[config.mk]
export PLATFORM = sky130hd
export DESIGN_NAME = adc_average_voltage_calibrator
export DESIGN_NICKNAME = d
export VERILOG_FILES = /design/src/hw/rtl/aavc_pkg.sv /design/src/hw/rtl/aavc_div.sv /design/src/hw/rtl/aavc_datapath.sv /design/src/hw/rtl/aavc_ctrl.sv /design/src/hw/rtl/adc_average_voltage_calibrator.sv
export SDC_FILE = /design/constraint.sdc
export NUM_CORES = 1
export LEC_CHECK = 0
export ABC_AREA = 1
export BUFFER_PORTS_ARGS = -buffer_cell sky130_fd_sc_hd__buf_2
export CAP_MARGIN = 15
export CORE_AREA = 8 8 186 144
export DETAILED_ROUTE_END_ITERATION = 16
export DIE_AREA = 0 0 194 152
export MAX_ROUTING_LAYER = met4
export PLACE_DENSITY = 0.76
export SYNTH_ARGS = -nofsm -noshare
export SYNTH_HDL_FRONTEND = slang
export SYNTH_SLANG_ARGS = --single-unit
[constraint.sdc]
create_clock -name clock -period 5.5 [get_ports clock]
set_input_delay 0.825 -clock clock [delete_from_list [all_inputs] [get_ports clock]]
set_output_delay 0.825 -clock clock [all_outputs]
set_load 0.01 [all_outputs]
[src/hw/rtl/aavc_pkg.sv]
// ----------------------------------------------------------------------------
// aavc_pkg - shared types and constants of the ADC average voltage calibrator
// Calibration table, field widths, register indexes, status codes and the
// command/status bundles between controller and datapath.
// ----------------------------------------------------------------------------
`timescale 1ns / 1ps
`default_nettype none

package aavc_pkg;

   // Field widths
   localparam int ADC_BITS     = 12;
   localparam int TABLE_POINTS = 11;
   localparam int SEG_W        = 4;
   localparam int SUM_W        = 28;
   localparam int CNT_W        = 16;
   localparam int DIVR_W       = 16;
   localparam int STEP_W       = $clog2(SUM_W);
   localparam int VOLT_W       = 15;
   localparam int BASE_W       = 6;
   localparam int FRAC_W       = 9;
   localparam int CSR_IDX_W    = 2;
   localparam int CSR_DATA_W   = 16;

   localparam logic [ADC_BITS-1:0] FULL_SCALE = {ADC_BITS{1'b1}};
   localparam logic [SUM_W-1:0]    SUM_MAX    = {SUM_W{1'b1}};

   // Register indexes
   localparam logic [CSR_IDX_W-1:0] CSR_SAMPLE_COUNT = 2'd0;
   localparam logic [CSR_IDX_W-1:0] CSR_BASE_VOLTS   = 2'd1;
   localparam logic [CSR_IDX_W-1:0] CSR_CHARGE_THR   = 2'd2;

   // Register reset values
   localparam logic [CNT_W-1:0]  RST_SAMPLE_COUNT = 16'd3000;
   localparam logic [BASE_W-1:0] RST_BASE_VOLTS   = 6'd20;
   localparam logic [VOLT_W-1:0] RST_CHARGE_THR   = 15'd6810;

   // Result status codes
   typedef enum logic [1:0] {
      STATUS_OK    = 2'd0,
      STATUS_OVER  = 2'd1,
      STATUS_UNDER = 2'd2,
      STATUS_FAULT = 2'd3
   } status_type;

   // Calibration breakpoints; entry k stands for base_volts + k volts
   localparam logic [ADC_BITS-1:0] BREAKPOINTS [TABLE_POINTS] = '{
      12'd2192, 12'd2311, 12'd2432, 12'd2559, 12'd2679, 12'd2800,
      12'd2928, 12'd3071, 12'd3216, 12'd3331, 12'd3474
   };

   // Look up one breakpoint; indexes past the table read as zero
   function automatic logic [ADC_BITS-1:0] bp_at(input logic [SEG_W-1:0] idx);
      logic [ADC_BITS-1:0] val;
      val = '0;
      for (int i = 0; i < TABLE_POINTS; i++) begin
         if (idx == SEG_W'(i)) begin
            val = BREAKPOINTS[i];
         end
      end
      return val;
   endfunction

   // Commands from controller to datapath
   typedef struct packed {
      logic accept;      // take one sample word
      logic close;       // this sample ends the window, start mean divide
      logic mean_load;   // capture divider quotient as mean
      logic seg_init;    // start segment search at the second breakpoint
      logic seg_inc;     // advance segment search
      logic frac_start;  // start fraction divide
      logic res_load;    // capture result fields
   } ctrl_cmd_type;

   // Status from datapath to controller
   typedef struct packed {
      logic window_end;  // next sample closes the window
      logic div_done;    // divider quotient ready
      logic in_table;    // mean lies inside the table
      logic search_more; // mean is above the current breakpoint
   } dp_status_type;

endpackage

`default_nettype wire

[src/hw/rtl/aavc_div.sv]
// ----------------------------------------------------------------------------
// aavc_div - iterative restoring divider
// One quotient bit per cycle; done pulses in the cycle after the last step,
// with the quotient stable until the next start.
// ----------------------------------------------------------------------------
`timescale 1ns / 1ps
`default_nettype none

module aavc_div import aavc_pkg::*; (
   input  wire logic              clock,
   input  wire logic              reset,
   input  wire logic              start,
   input  wire logic [SUM_W-1:0]  dividend,
   input  wire logic [DIVR_W-1:0] divisor,
   output logic      [SUM_W-1:0]  quotient,
   output logic                   done
);

   localparam logic [STEP_W-1:0] LAST_STEP = STEP_W'(SUM_W - 1);

   logic [SUM_W-1:0]  quo_ff, quo_in;
   logic [DIVR_W-1:0] rem_ff, rem_in;
   logic [DIVR_W-1:0] dsr_ff, dsr_in;
   logic [STEP_W-1:0] step_ff, step_in;
   logic              busy_ff, busy_in;
   logic              done_ff, done_in;

   logic [DIVR_W:0]   trial;
   logic [DIVR_W:0]   diff;
   logic              fits;

   // Shift in the next dividend bit and try to subtract
   assign trial = {rem_ff, quo_ff[SUM_W-1]};
   assign diff  = trial - {1'b0, dsr_ff};
   assign fits  = ~diff[DIVR_W];

   always_comb begin
      quo_in  = quo_ff;
      rem_in  = rem_ff;
      dsr_in  = dsr_ff;
      step_in = step_ff;
      busy_in = busy_ff;
      done_in = 1'b0;
      if (start) begin
         quo_in  = dividend;
         rem_in  = '0;
         dsr_in  = divisor;
         step_in = '0;
         busy_in = 1'b1;
      end else if (busy_ff) begin
         quo_in  = {quo_ff[SUM_W-2:0], fits};
         rem_in  = fits ? diff[DIVR_W-1:0] : trial[DIVR_W-1:0];
         step_in = step_ff + 1'b1;
         if (step_ff == LAST_STEP) begin
            busy_in = 1'b0;
            done_in = 1'b1;
         end
      end
   end

   // Control state
   always_ff @(posedge clock) begin
      if (reset) begin
         busy_ff <= 1'b0;
         done_ff <= 1'b0;
         step_ff <= '0;
      end else begin
         busy_ff <= busy_in;
         done_ff <= done_in;
         step_ff <= step_in;
      end
   end

   // Working registers
   always_ff @(posedge clock) begin
      quo_ff <= quo_in;
      rem_ff <= rem_in;
      dsr_ff <= dsr_in;
   end

   assign quotient = quo_ff;
   assign done     = done_ff;

endmodule

`default_nettype wire

[src/hw/rtl/aavc_datapath.sv]
// ----------------------------------------------------------------------------
// aavc_datapath - accumulator, divider, table lookup and result registers
// Sums samples, holds the configuration registers, divides for the mean and
// the interpolation fraction, and builds the result word.
// ----------------------------------------------------------------------------
`timescale 1ns / 1ps
`default_nettype none

module aavc_datapath import aavc_pkg::*; (
   input  wire logic                  clock,
   input  wire logic                  reset,
   input  wire logic                  csr_valid,
   input  wire logic [CSR_IDX_W-1:0]  csr_index,
   input  wire logic [CSR_DATA_W-1:0] csr_wdata,
   input  wire logic [ADC_BITS-1:0]   req_adc_sample,
   input  wire ctrl_cmd_type          cmd,
   output dp_status_type              st,
   output logic      [VOLT_W-1:0]     rsp_voltage_q8,
   output logic      [ADC_BITS-1:0]   rsp_mean_code,
   output logic      [SEG_W-1:0]      rsp_segment,
   output logic      [1:0]            rsp_status,
   output logic                       rsp_charging
);

   // Configuration registers
   logic [CNT_W-1:0]  count_cfg_ff;
   logic [BASE_W-1:0] base_cfg_ff;
   logic [VOLT_W-1:0] thr_cfg_ff;

   always_ff @(posedge clock) begin
      if (reset) begin
         count_cfg_ff <= RST_SAMPLE_COUNT;
         base_cfg_ff  <= RST_BASE_VOLTS;
         thr_cfg_ff   <= RST_CHARGE_THR;
      end else if (csr_valid) begin
         unique case (csr_index)
            CSR_SAMPLE_COUNT: count_cfg_ff <= csr_wdata;
            CSR_BASE_VOLTS:   base_cfg_ff  <= csr_wdata[BASE_W-1:0];
            CSR_CHARGE_THR:   thr_cfg_ff   <= csr_wdata[VOLT_W-1:0];
            default: ;
         endcase
      end
   end

   // Saturating accumulator and window counter
   logic [SUM_W-1:0] sum_ff, sum_in;
   logic [CNT_W-1:0] cnt_ff, cnt_in;
   logic [SUM_W:0]   sum_wide;
   logic [SUM_W-1:0] sum_next;
   logic [CNT_W-1:0] cnt_next;
   logic [CNT_W-1:0] n_eff;

   assign n_eff    = (count_cfg_ff == '0) ? CNT_W'(1) : count_cfg_ff;
   assign sum_wide = {1'b0, sum_ff} + (SUM_W + 1)'(req_adc_sample);
   assign sum_next = sum_wide[SUM_W] ? SUM_MAX : sum_wide[SUM_W-1:0];
   assign cnt_next = cnt_ff + 1'b1;

   always_comb begin
      sum_in = sum_ff;
      cnt_in = cnt_ff;
      if (cmd.close) begin
         sum_in = '0;
         cnt_in = '0;
      end else if (cmd.accept) begin
         sum_in = sum_next;
         cnt_in = cnt_next;
      end
   end

   always_ff @(posedge clock) begin
      if (reset) begin
         sum_ff <= '0;
         cnt_ff <= '0;
      end else begin
         sum_ff <= sum_in;
         cnt_ff <= cnt_in;
      end
   end

   // Mean and segment registers
   logic [ADC_BITS-1:0] mean_ff;
   logic [SEG_W-1:0]    k_ff;
   logic [SUM_W-1:0]    quotient;
   logic                div_done;

   always_ff @(posedge clock) begin
      if (cmd.mean_load) begin
         mean_ff <= (quotient > SUM_W'(FULL_SCALE)) ? FULL_SCALE
                                                    : quotient[ADC_BITS-1:0];
      end
      if (cmd.seg_init) begin
         k_ff <= SEG_W'(1);
      end else if (cmd.seg_inc) begin
         k_ff <= k_ff + 1'b1;
      end
   end

   // Segment ends and fraction operands
   logic [ADC_BITS-1:0] lo;
   logic [ADC_BITS-1:0] hi;
   logic [ADC_BITS-1:0] span;
   logic [ADC_BITS-1:0] offset;

   assign lo     = bp_at(k_ff - 1'b1);
   assign hi     = bp_at(k_ff);
   assign span   = hi - lo;
   assign offset = mean_ff - lo;

   // Shared divider: mean at window close, fraction after the search
   logic              div_start;
   logic [SUM_W-1:0]  div_dividend;
   logic [DIVR_W-1:0] div_divisor;

   assign div_start    = cmd.close | cmd.frac_start;
   assign div_dividend = cmd.close ? sum_next : SUM_W'({offset, 8'h00});
   assign div_divisor  = cmd.close ? n_eff : DIVR_W'(span);

   aavc_div u_div (
      .clock    (clock),
      .reset    (reset),
      .start    (div_start),
      .dividend (div_dividend),
      .divisor  (div_divisor),
      .quotient (quotient),
      .done     (div_done)
   );

   // Classify the mean
   status_type status_now;

   always_comb begin
      if (mean_ff >= FULL_SCALE) begin
         status_now = STATUS_FAULT;
      end else if (mean_ff < BREAKPOINTS[0]) begin
         status_now = STATUS_UNDER;
      end else if (mean_ff > BREAKPOINTS[TABLE_POINTS-1]) begin
         status_now = STATUS_OVER;
      end else begin
         status_now = STATUS_OK;
      end
   end

   // Interpolated voltage
   logic [SEG_W-1:0]  seg_now;
   logic [FRAC_W-1:0] frac;
   logic [VOLT_W-9:0] volts_whole;
   logic [VOLT_W-1:0] volts;
   logic              status_ok;

   assign status_ok   = (status_now == STATUS_OK);
   assign seg_now     = k_ff - 1'b1;
   assign frac        = (span == '0) ? '0 : quotient[FRAC_W-1:0];
   assign volts_whole = (VOLT_W - 8)'(base_cfg_ff) + (VOLT_W - 8)'(seg_now);
   assign volts       = {volts_whole, 8'h00} + VOLT_W'(frac);

   // Result registers
   always_ff @(posedge clock) begin
      if (cmd.res_load) begin
         rsp_mean_code  <= mean_ff;
         rsp_status     <= status_now;
         rsp_voltage_q8 <= status_ok ? volts : '0;
         rsp_segment    <= status_ok ? seg_now : '0;
         rsp_charging   <= status_ok && (volts > thr_cfg_ff);
      end
   end

   // Status toward the controller
   assign st.window_end  = (cnt_next == '0) || (cnt_next >= n_eff);
   assign st.div_done    = div_done;
   assign st.in_table    = status_ok;
   assign st.search_more = (k_ff < SEG_W'(TABLE_POINTS - 1)) && (mean_ff > hi);

endmodule

`default_nettype wire

[src/hw/rtl/aavc_ctrl.sv]
// ----------------------------------------------------------------------------
// aavc_ctrl - sequencer of the averaging back stage
// Gates sample acceptance, steps mean divide, segment search and fraction
// divide, and owns the result valid flag.
// ----------------------------------------------------------------------------
`timescale 1ns / 1ps
`default_nettype none

module aavc_ctrl import aavc_pkg::*; (
   input  wire logic          clock,
   input  wire logic          reset,
   input  wire logic          req_valid,
   output logic               req_ready,
   output logic               rsp_valid,
   input  wire logic          rsp_ready,
   input  wire dp_status_type st,
   output ctrl_cmd_type       cmd
);

   typedef enum logic [4:0] {
      ST_IDLE     = 5'b00001,
      ST_MEAN     = 5'b00010,
      ST_CLASSIFY = 5'b00100,
      ST_SEARCH   = 5'b01000,
      ST_FRAC     = 5'b10000
   } state_type;

   state_type state_ff, state_in;
   logic      rsp_valid_ff, rsp_valid_in;
   logic      stage_free;

   // Hold a window-closing sample while the back stage or result is busy
   assign stage_free = (state_ff == ST_IDLE) && !rsp_valid_ff;
   assign req_ready  = !st.window_end || stage_free;

   always_comb begin
      state_in       = state_ff;
      cmd            = '0;
      cmd.accept     = req_valid && req_ready;
      cmd.close      = cmd.accept && st.window_end;
      unique case (state_ff)
         ST_IDLE: begin
            if (cmd.close) begin
               state_in = ST_MEAN;
            end
         end
         ST_MEAN: begin
            if (st.div_done) begin
               cmd.mean_load = 1'b1;
               state_in      = ST_CLASSIFY;
            end
         end
         ST_CLASSIFY: begin
            if (st.in_table) begin
               cmd.seg_init = 1'b1;
               state_in     = ST_SEARCH;
            end else begin
               cmd.res_load = 1'b1;
               state_in     = ST_IDLE;
            end
         end
         ST_SEARCH: begin
            if (st.search_more) begin
               cmd.seg_inc = 1'b1;
            end else begin
               cmd.frac_start = 1'b1;
               state_in       = ST_FRAC;
            end
         end
         ST_FRAC: begin
            if (st.div_done) begin
               cmd.res_load = 1'b1;
               state_in     = ST_IDLE;
            end
         end
         default: state_in = ST_IDLE;
      endcase
   end

   // Raise valid on a new result, drop it when the word is taken
   always_comb begin
      rsp_valid_in = rsp_valid_ff;
      if (cmd.res_load) begin
         rsp_valid_in = 1'b1;
      end else if (rsp_ready) begin
         rsp_valid_in = 1'b0;
      end
   end

   always_ff @(posedge clock) begin
      if (reset) begin
         state_ff     <= ST_IDLE;
         rsp_valid_ff <= 1'b0;
      end else begin
         state_ff     <= state_in;
         rsp_valid_ff <= rsp_valid_in;
      end
   end

   assign rsp_valid = rsp_valid_ff;

`ifndef SYNTHESIS
   a_close_when_free: assert property (@(posedge clock) disable iff (reset)
      cmd.close |-> stage_free)
      else $error("window closed while back stage busy");

   a_load_when_empty: assert property (@(posedge clock) disable iff (reset)
      cmd.res_load |-> !rsp_valid_ff)
      else $error("result overwritten before it was taken");

   a_done_in_wait: assert property (@(posedge clock) disable iff (reset)
      st.div_done |-> (state_ff == ST_MEAN || state_ff == ST_FRAC))
      else $error("divider finished outside a wait state");

   a_mean_then_classify: assert property (@(posedge clock) disable iff (reset)
      cmd.mean_load |=> (state_ff == ST_CLASSIFY))
      else $error("mean capture not followed by classify");
`endif

endmodule

`default_nettype wire

[src/hw/rtl/adc_average_voltage_calibrator.sv]
// ----------------------------------------------------------------------------
// adc_average_voltage_calibrator - averaged ADC reading to calibrated voltage
// Averages a window of converter samples and maps the mean through a
// piecewise linear table to a voltage in 1/256 V with range status.
// ----------------------------------------------------------------------------
// Usage:
//   req_*  : one 12-bit sample per word, taken every cycle while ready.
//   rsp_*  : one result word per window of sample_count samples.
//   csr_*  : register writes (0 sample_count, 1 base_volts, 2 charge
//            threshold), always ready; write only while the block is idle.
// Sequence: from the sample that closes a window to rsp_valid, an
//   out-of-table mean takes one divide, and inside the table the steps
//   are mean divide, segment search and fraction divide, both divides on
//   the shared one-bit-per-cycle divider.
// Throughput: one sample per cycle. The sample that closes a window waits
//   while the previous result is still being computed or is not yet taken.
// Stall: with rsp_ready low the result word holds and accumulation goes on
//   until the next window closes.
// Reset: clears the accumulator, the window count and rsp_valid, and loads
//   the register defaults (3000 samples, 20 V, 6810/256 V).
// ----------------------------------------------------------------------------
`timescale 1ns / 1ps
`default_nettype none

module adc_average_voltage_calibrator import aavc_pkg::*; (
   input  wire logic                  clock,
   input  wire logic                  reset,
   input  wire logic                  req_valid,
   output logic                       req_ready,
   input  wire logic [ADC_BITS-1:0]   req_adc_sample,
   output logic                       rsp_valid,
   input  wire logic                  rsp_ready,
   output logic      [VOLT_W-1:0]     rsp_voltage_q8,
   output logic      [ADC_BITS-1:0]   rsp_mean_code,
   output logic      [SEG_W-1:0]      rsp_segment,
   output logic      [1:0]            rsp_status,
   output logic                       rsp_charging,
   input  wire logic                  csr_valid,
   output logic                       csr_ready,
   input  wire logic [CSR_IDX_W-1:0]  csr_index,
   input  wire logic [CSR_DATA_W-1:0] csr_wdata
);

   ctrl_cmd_type  cmd;
   dp_status_type st;

   // Register writes are always accepted
   assign csr_ready = 1'b1;

   aavc_ctrl u_ctrl (
      .clock     (clock),
      .reset     (reset),
      .req_valid (req_valid),
      .req_ready (req_ready),
      .rsp_valid (rsp_valid),
      .rsp_ready (rsp_ready),
      .st        (st),
      .cmd       (cmd)
   );

   aavc_datapath u_datapath (
      .clock          (clock),
      .reset          (reset),
      .csr_valid      (csr_valid),
      .csr_index      (csr_index),
      .csr_wdata      (csr_wdata),
      .req_adc_sample (req_adc_sample),
      .cmd            (cmd),
      .st             (st),
      .rsp_voltage_q8 (rsp_voltage_q8),
      .rsp_mean_code  (rsp_mean_code),
      .rsp_segment    (rsp_segment),
      .rsp_status     (rsp_status),
      .rsp_charging   (rsp_charging)
   );

endmodule

`default_nettype wire

==> results of run 1 <==
## cell usage in the layout, fill, tap and decap left out, drive strengths merged, types with 38 or more instances in the layout
cell type,netlist,final
edfxtp,90,90
o21ai,106,106
ha,107,107
buf,28,102
inv,251,251
nand2,389,389
a21oi,159,159
nand3,57,57
nor2,150,150
nor3,38,38
dfxtp,114,114
## what timing repair did
action,CTS,global route
hold endpoints to repair,0,0
endpoints found under the setup margin,0,1
gates resized for setup,0,61
buffers inserted,0,7
## power by group through the flow
| stage | clock (mW) | combinational (mW) | sequential [mW] |
|---|---|---|---|
| after floorplan | 0 | 0.217 | 1.65 |
| after global placement | 0 | 0.282 | 1.65 |
| after detailed placement | 0 | 0.290 | 1.65 |
| after CTS | 1.55 | 0.292 | 1.62 |
| after global routing | 1.61 | 0.346 | 1.62 |
| final | 1.52 | 0.309 | 1.62 |
## flip-flops by register name (all words and copies together), names as in the netlist, 5 cells and up
| register | cells |
|---|---|
| u_datapath.rsp_voltage_q8 | 15 |
| u_datapath.rsp_mean_code | 12 |
| u_ctrl.state_ff | 5 |
| u_datapath.u_div.dsr_ff | 16 |
| u_datapath.u_div.step_ff | 5 |
| u_datapath.u_div.rem_ff | 16 |
| u_datapath.mean_ff | 12 |
| u_datapath.cnt_ff | 16 |
| u_datapath.u_div.quotient | 28 |
| u_datapath.sum_ff | 28 |
| u_datapath.base_cfg_ff | 6 |
| u_datapath.thr_cfg_ff | 15 |
| u_datapath.count_cfg_ff | 16 |
## worst min-delay path: cells and delay by family (launching register included)
kind	cells	cell delay, ns
AOI/OAI and AO/OA	1	0.06
buffers and inverters	1	0.06
DFF	1	0.29
## path summary, 6_finish.rpt
kind | cells past startpoint | endpoint | slack, ns | startpoint
worst max-delay path | 36 | u_datapath.rsp_charging | 0.22 | u_datapath.k_ff[1]
worst min-delay path | 2 | u_datapath.thr_cfg_ff[8] | 0.46 | u_datapath.thr_cfg_ff[8]
worst max register to register | 36 | u_datapath.rsp_charging | 0.22 | u_datapath.k_ff[1]
worst min register to register | 2 | u_datapath.thr_cfg_ff[8] | 0.46 | u_datapath.thr_cfg_ff[8]
## layout make-up
class / count / area [µm²] / area share [%]
clock buffer: 27 / 621.8 / 4.240
clock inverter: 13 / 122.6 / 0.8360
inverter: 251 / 949.7 / 6.475
multi-input combinational: 1194 / 7002 / 47.74
sequential: 204 / 4990 / 34.02
tap: 306 / 382.9 / 2.610
timing repair buffer: 102 / 598.1 / 4.078
## logic make-up (layout without fill, tap and decap cells)
family                     after synthesis  in the layout
buffers and inverters                  295            393
DFF                                    204            204
and+or+nand+nor                        688            688
adders and majority gates              112            112
xor gates and xnor gates                50             50
other                                    1              1
AOI/OAI and AO/OA                      343            343
## routing by layer
layer | up-vias | GRT usage, %
met2 | 416 | 33.88
met1 | 5429 | 33.27
met3 | 50 | 4.569
met5 | - | -
li1 | 5804 | -
met4 | 0 | 5.299
==> results.sh, run 1 <==
export IMPL_outcome="complete, no violations"
export IMPL_wl_met2_mm=14.56
export IMPL_p_per_area_nw_per_um2=235.4
export IMPL_final_nets=1922
export IMPL_synth_top_family_by_area="simple AND/OR/NAND/NOR gates"
export IMPL_power_switching_mw=0.8422
export IMPL_syn_nets=1840
export IMPL_skew_ns=0.009557
export IMPL_wl_met1_mm=16.77
export IMPL_place_area_um2=13660
export IMPL_place_hpwl_mm=26.01
export IMPL_synth_edf_count=90
export IMPL_hold_path_class="reg2reg"
export IMPL_path_delay_family="simple AND/OR/NAND/NOR gates"
export IMPL_setup_viol=0
export IMPL_p_int_mw=2.610
export IMPL_dieArea_um2=29490
export IMPL_async_reset_ff_share_pct=0
export IMPL_grt_pass1_wl_mm=56.49
export IMPL_fp_row_count=49
export IMPL_drv_cap=0
export IMPL_syn_area_per_cell_um2=7.690
export IMPL_antenna_cells=0
export IMPL_dr_max_layer_used="met4"
export IMPL_clkSlewWorstSetupHoldPaths_ns=0.06
export IMPL_start_util_pct=55.01
export IMPL_synth_most_common_cell="nand2_1"
export IMPL_wl_met3_mm=2.760
export IMPL_cp_common_cell="nand2_2"
export IMPL_fin_cells=2097
export IMPL_finalCriticalPeriod_ns=5.278
export IMPL_finalCritPeriodShare_pct=95.97
export IMPL_cts_root_buffer="clkbuf_16"
export IMPL_cp_max_fo=7
export IMPL_power_total_mw=3.452
export IMPL_ys_seq_elements=204
export IMPL_drive_above_1_share_pct=12.84
export IMPL_synth_simple_area_share_pct=22.89
export IMPL_dp_cells=2049
export IMPL_endpoint_kind="flop"
export IMPL_pwr_share_seq_pct=47.0
export IMPL_grt_pass1_vias=11020
export IMPL_slew_headroom_pct=33.41
export IMPL_n_fill_cell=2060
export IMPL_critPathKind="reg2reg"
export IMPL_cp_num_buf_inv=6
export IMPL_fp_coreArea_um2=23670
export IMPL_worst_ep_required_time_ns=5.85
export IMPL_holdWs_ns=0.4614
export IMPL_vias_per_cell=5.579
export IMPL_synthTopCellsByArea="edfxtp_1 (21%), dfxtp_1 (18%), nand2_1 (11%)"
export IMPL_final_core_util_pct=61.98
export IMPL_syn_instance_count=1693
export IMPL_yosysTopAreaCell="edfxtp_1"
export IMPL_vdd_ir_drop_worst_mv=0.1973
export IMPL_finalWorstSetupSlack_ns=0.2218
export IMPL_synth_compound_area_share_pct=14.94
export IMPL_clock_fmax_mhz=189.5
export IMPL_swShare_pct=24.40
export IMPL_drc_errors=0
export IMPL_first_pass_iters=5
export IMPL_dieWidth_um=194
export IMPL_grt_ovfl_total=0
export IMPL_wirelength_mm=34.73
export IMPL_cp_arrival_ns=5.63
export IMPL_syn2layout_area_growth_pct=12.66
export IMPL_ant_nets=0
export IMPL_tns_ns=0
export IMPL_grt_max_degree=55
export IMPL_synth_top_area_share_pct=20.76
export IMPL_syn_area_um2=13020
export IMPL_place_gp_congestion=0.9384
export IMPL_leakagePower_nw=6.720
export IMPL_routed_via_count=11700
export IMPL_cts_sinks=204
export IMPL_post_drt_wl_per_cell_um=16.56
export IMPL_place_ws_ns=0.07062
export IMPL_dr_first_iter_drc_count=993
export IMPL_gr_usage_all_layers_pct=23.38
export IMPL_clk_insertion_delay_late_ns=0.51
export IMPL_synthTopCellsByCount="nand2_1 (377), inv_1 (244), a21oi_1 (159)"
export IMPL_crit_path_start_kind="flop"
export IMPL_antenna_found_initial=0
export IMPL_yosysSeqAreaShare_pct=38.29
export IMPL_slew_viol_final=0
export IMPL_yosysWarningCount=0
export IMPL_synth_xor_area_share_pct=3.364
export IMPL_htreeDepth=1
export IMPL_clock_power_share_pct=44.0
export IMPL_cts_tree="built"
export IMPL_synthAdderAreaFrac_pct=11.05
export IMPL_cp_slowest_cell="fa_2"
export IMPL_slowest_delay_ns=0.41
export IMPL_synth_mux_area_share_pct=0
export IMPL_synth_ff_type="dfxtp_1"
export IMPL_fin_area_um2=14670
export IMPL_numCtsBuffers=22
export IMPL_io_buffers=70
export IMPL_cts_hold_buf=0
export IMPL_ys_types=53
export IMPL_clk_path_buf_depth=3
export IMPL_fp_dieH_um=152
export IMPL_ios=72
export IMPL_p_comb_share_pct=9.0
export IMPL_tightest_slew_ns=0.9897
export IMPL_finalHoldViolCount=0
No activity file was read; power rests on OpenSTA's default activity.
==> run 2, diff against run 1 <==
RECOVER_POWER = 25   (was unset)
==> run 2 against run 1 <==
Wire length rose by 0.36%. Clock power barely moved. Core utilization fell by 0.13 points. Combinational power barely moved. Clock-buffer cell count did not move. Largest power group unchanged. Global-route usage did not move. Sequential share of layout area rose by 0.073 points. Final cell count did not move. The flow now finishes with violations (max-capacitance violations, max-slew violations). Sequential cell count did not move. Worst hold slack improved by 0.0014 ns. Sequential power barely moved.
==> results.sh, run 2 (same netlist as run 1, synthesis figures left out) <==
export IMPL_drc_errors=0
export IMPL_dp_cells=2049
export IMPL_p_per_area_nw_per_um2=236.0
export IMPL_clk_path_buf_depth=3
export IMPL_tightest_slew_ns=1.669
export IMPL_place_hpwl_mm=26.01
export IMPL_drive_above_1_share_pct=11.67
export IMPL_fp_coreArea_um2=23670
export IMPL_gr_usage_all_layers_pct=23.38
export IMPL_clkSlewWorstSetupHoldPaths_ns=0.06
export IMPL_path_delay_family="simple AND/OR/NAND/NOR gates"
export IMPL_grt_pass1_vias=11020
export IMPL_final_nets=1922
export IMPL_n_fill_cell=2069
export IMPL_tns_ns=0
export IMPL_dieWidth_um=194
export IMPL_grt_ovfl_total=0
export IMPL_cp_arrival_ns=5.63
export IMPL_io_buffers=70
export IMPL_skew_ns=0.01088
export IMPL_vdd_ir_drop_worst_mv=0.1999
export IMPL_setup_viol=0
export IMPL_place_gp_congestion=0.9384
export IMPL_cts_hold_buf=0
export IMPL_cp_slowest_cell="fa_2"
export IMPL_fp_dieH_um=152
export IMPL_clk_insertion_delay_late_ns=0.51
export IMPL_numCtsBuffers=22
export IMPL_ios=72
export IMPL_cp_num_buf_inv=6
export IMPL_vias_per_cell=5.600
export IMPL_critPathKind="reg2reg"
export IMPL_post_drt_wl_per_cell_um=16.62
export IMPL_drv_cap=1
export IMPL_first_pass_iters=5
export IMPL_cp_common_cell="nand2_2"
export IMPL_fin_cells=2097
export IMPL_htreeDepth=1
export IMPL_dr_first_iter_drc_count=917
export IMPL_final_core_util_pct=61.84
export IMPL_worst_ep_required_time_ns=5.85
export IMPL_clock_fmax_mhz=189.6
export IMPL_power_total_mw=3.454
export IMPL_start_util_pct=55.01
export IMPL_antenna_cells=0
export IMPL_outcome="finished, violations left"
export IMPL_holdWs_ns=0.4628
export IMPL_dieArea_um2=29490
export IMPL_cts_tree="built"
export IMPL_endpoint_kind="flop"
export IMPL_layout_commonest_cell="nand2_1"
export IMPL_wirelength_mm=34.86
export IMPL_final_cell_mix="nand2_1 (372), inv_1 (238), a21oi_1 (155), nor2_1 (134), dfxtp_1 (110)"
export IMPL_slew_headroom_pct=-11.30
export IMPL_slowest_delay_ns=0.41
export IMPL_crit_path_start_kind="flop"
export IMPL_hold_path_class="reg2reg"
export IMPL_slew_viol_final=42
export IMPL_ant_nets=0
export IMPL_finalCritPeriodShare_pct=95.88
export IMPL_finalCriticalPeriod_ns=5.273
export IMPL_cts_sinks=204
export IMPL_leakagePower_nw=6.658
export IMPL_finalHoldViolCount=0
export IMPL_syn2layout_area_growth_pct=12.42
export IMPL_violations="max-capacitance violations, max-slew violations"
export IMPL_fp_row_count=49
export IMPL_grt_pass1_wl_mm=56.49
export IMPL_grt_max_degree=55
export IMPL_routed_via_count=11740
export IMPL_cts_root_buffer="clkbuf_16"
export IMPL_cp_max_fo=7
export IMPL_antenna_found_initial=0
[run 2: changes by cell type in the layout (fill, tap and decap cells not counted), sizes merged]
cell | before | now
buf | 102 | 81
clkbuf | 27 | 48
[run 2: report_power, final]
| group | total (mW) | switching [mW] | internal [mW] | leakage (nW) |
|---|---|---|---|---|
| combinational | 0.309 | 0.200 | 0.109 | 4.54 |
| sequential | 1.62 | 0.0206 | 1.60 | 1.76 |
| clock | 1.52 | 0.624 | 0.899 | 0.358 |
[run 2: worst reg2reg max path: cells and delay by family (launching register included)]
kind	cells	cell delay [ns]
buffers and inverters	6	0.53
and+or+nand+nor	17	1.89
DFF	1	0.33
adders and majority gates	5	1.20
AOI/OAI and AO/OA	6	0.89
xor gates and xnor gates	2	0.32
[run 2: path summary, 6_finish.rpt]
kind         slack (ns)                  endpoint                      from  cells after the start
max reg2reg        0.23   u_datapath.rsp_charging        u_datapath.k_ff[1]                     36
min                0.46  u_datapath.thr_cfg_ff[8]  u_datapath.thr_cfg_ff[8]                      2
max                0.23   u_datapath.rsp_charging        u_datapath.k_ff[1]                     36
min reg2reg        0.46  u_datapath.thr_cfg_ff[8]  u_datapath.thr_cfg_ff[8]                      2
[run 2: area by class of cell]
type,count,area (µm²),area share [%]
Tap cell,306,382.9,2.616
Clock buffer,27,621.8,4.249
Clock inverter,13,122.6,0.8378
Sequential cell,204,4990,34.09
Inverter,251,949.7,6.489
Multi-Input combinational cell,1194,7002,47.84
Timing Repair Buffer,102,566.8,3.873
[run 2: per-stage QoR]
stage	instance area, µm²	worst slack [ns]
final	14640	0.2268
after global routing	14640	-0.06739
after CTS	14410	0.04471
after detailed placement	13660	0.07062
after global placement	13660	0.1533
after floorplan	13020	0.1629
[run 2: what timing repair did]
action / in CTS / in global routing
buffers inserted: 0 / 7
resized for setup: 0 / 61
endpoints found under the setup margin: 0 / 1
[run 2: metal layers]
metal / share of wire [%] / global-route usage (%) / vias up
met2: 42 / 33.88 / 443
met5: 0 / - / -
met4: 2.0 / 5.299 / 0
met1: 48 / 33.27 / 5448
li1: - / - / 5799
met3: 8.1 / 4.569 / 53
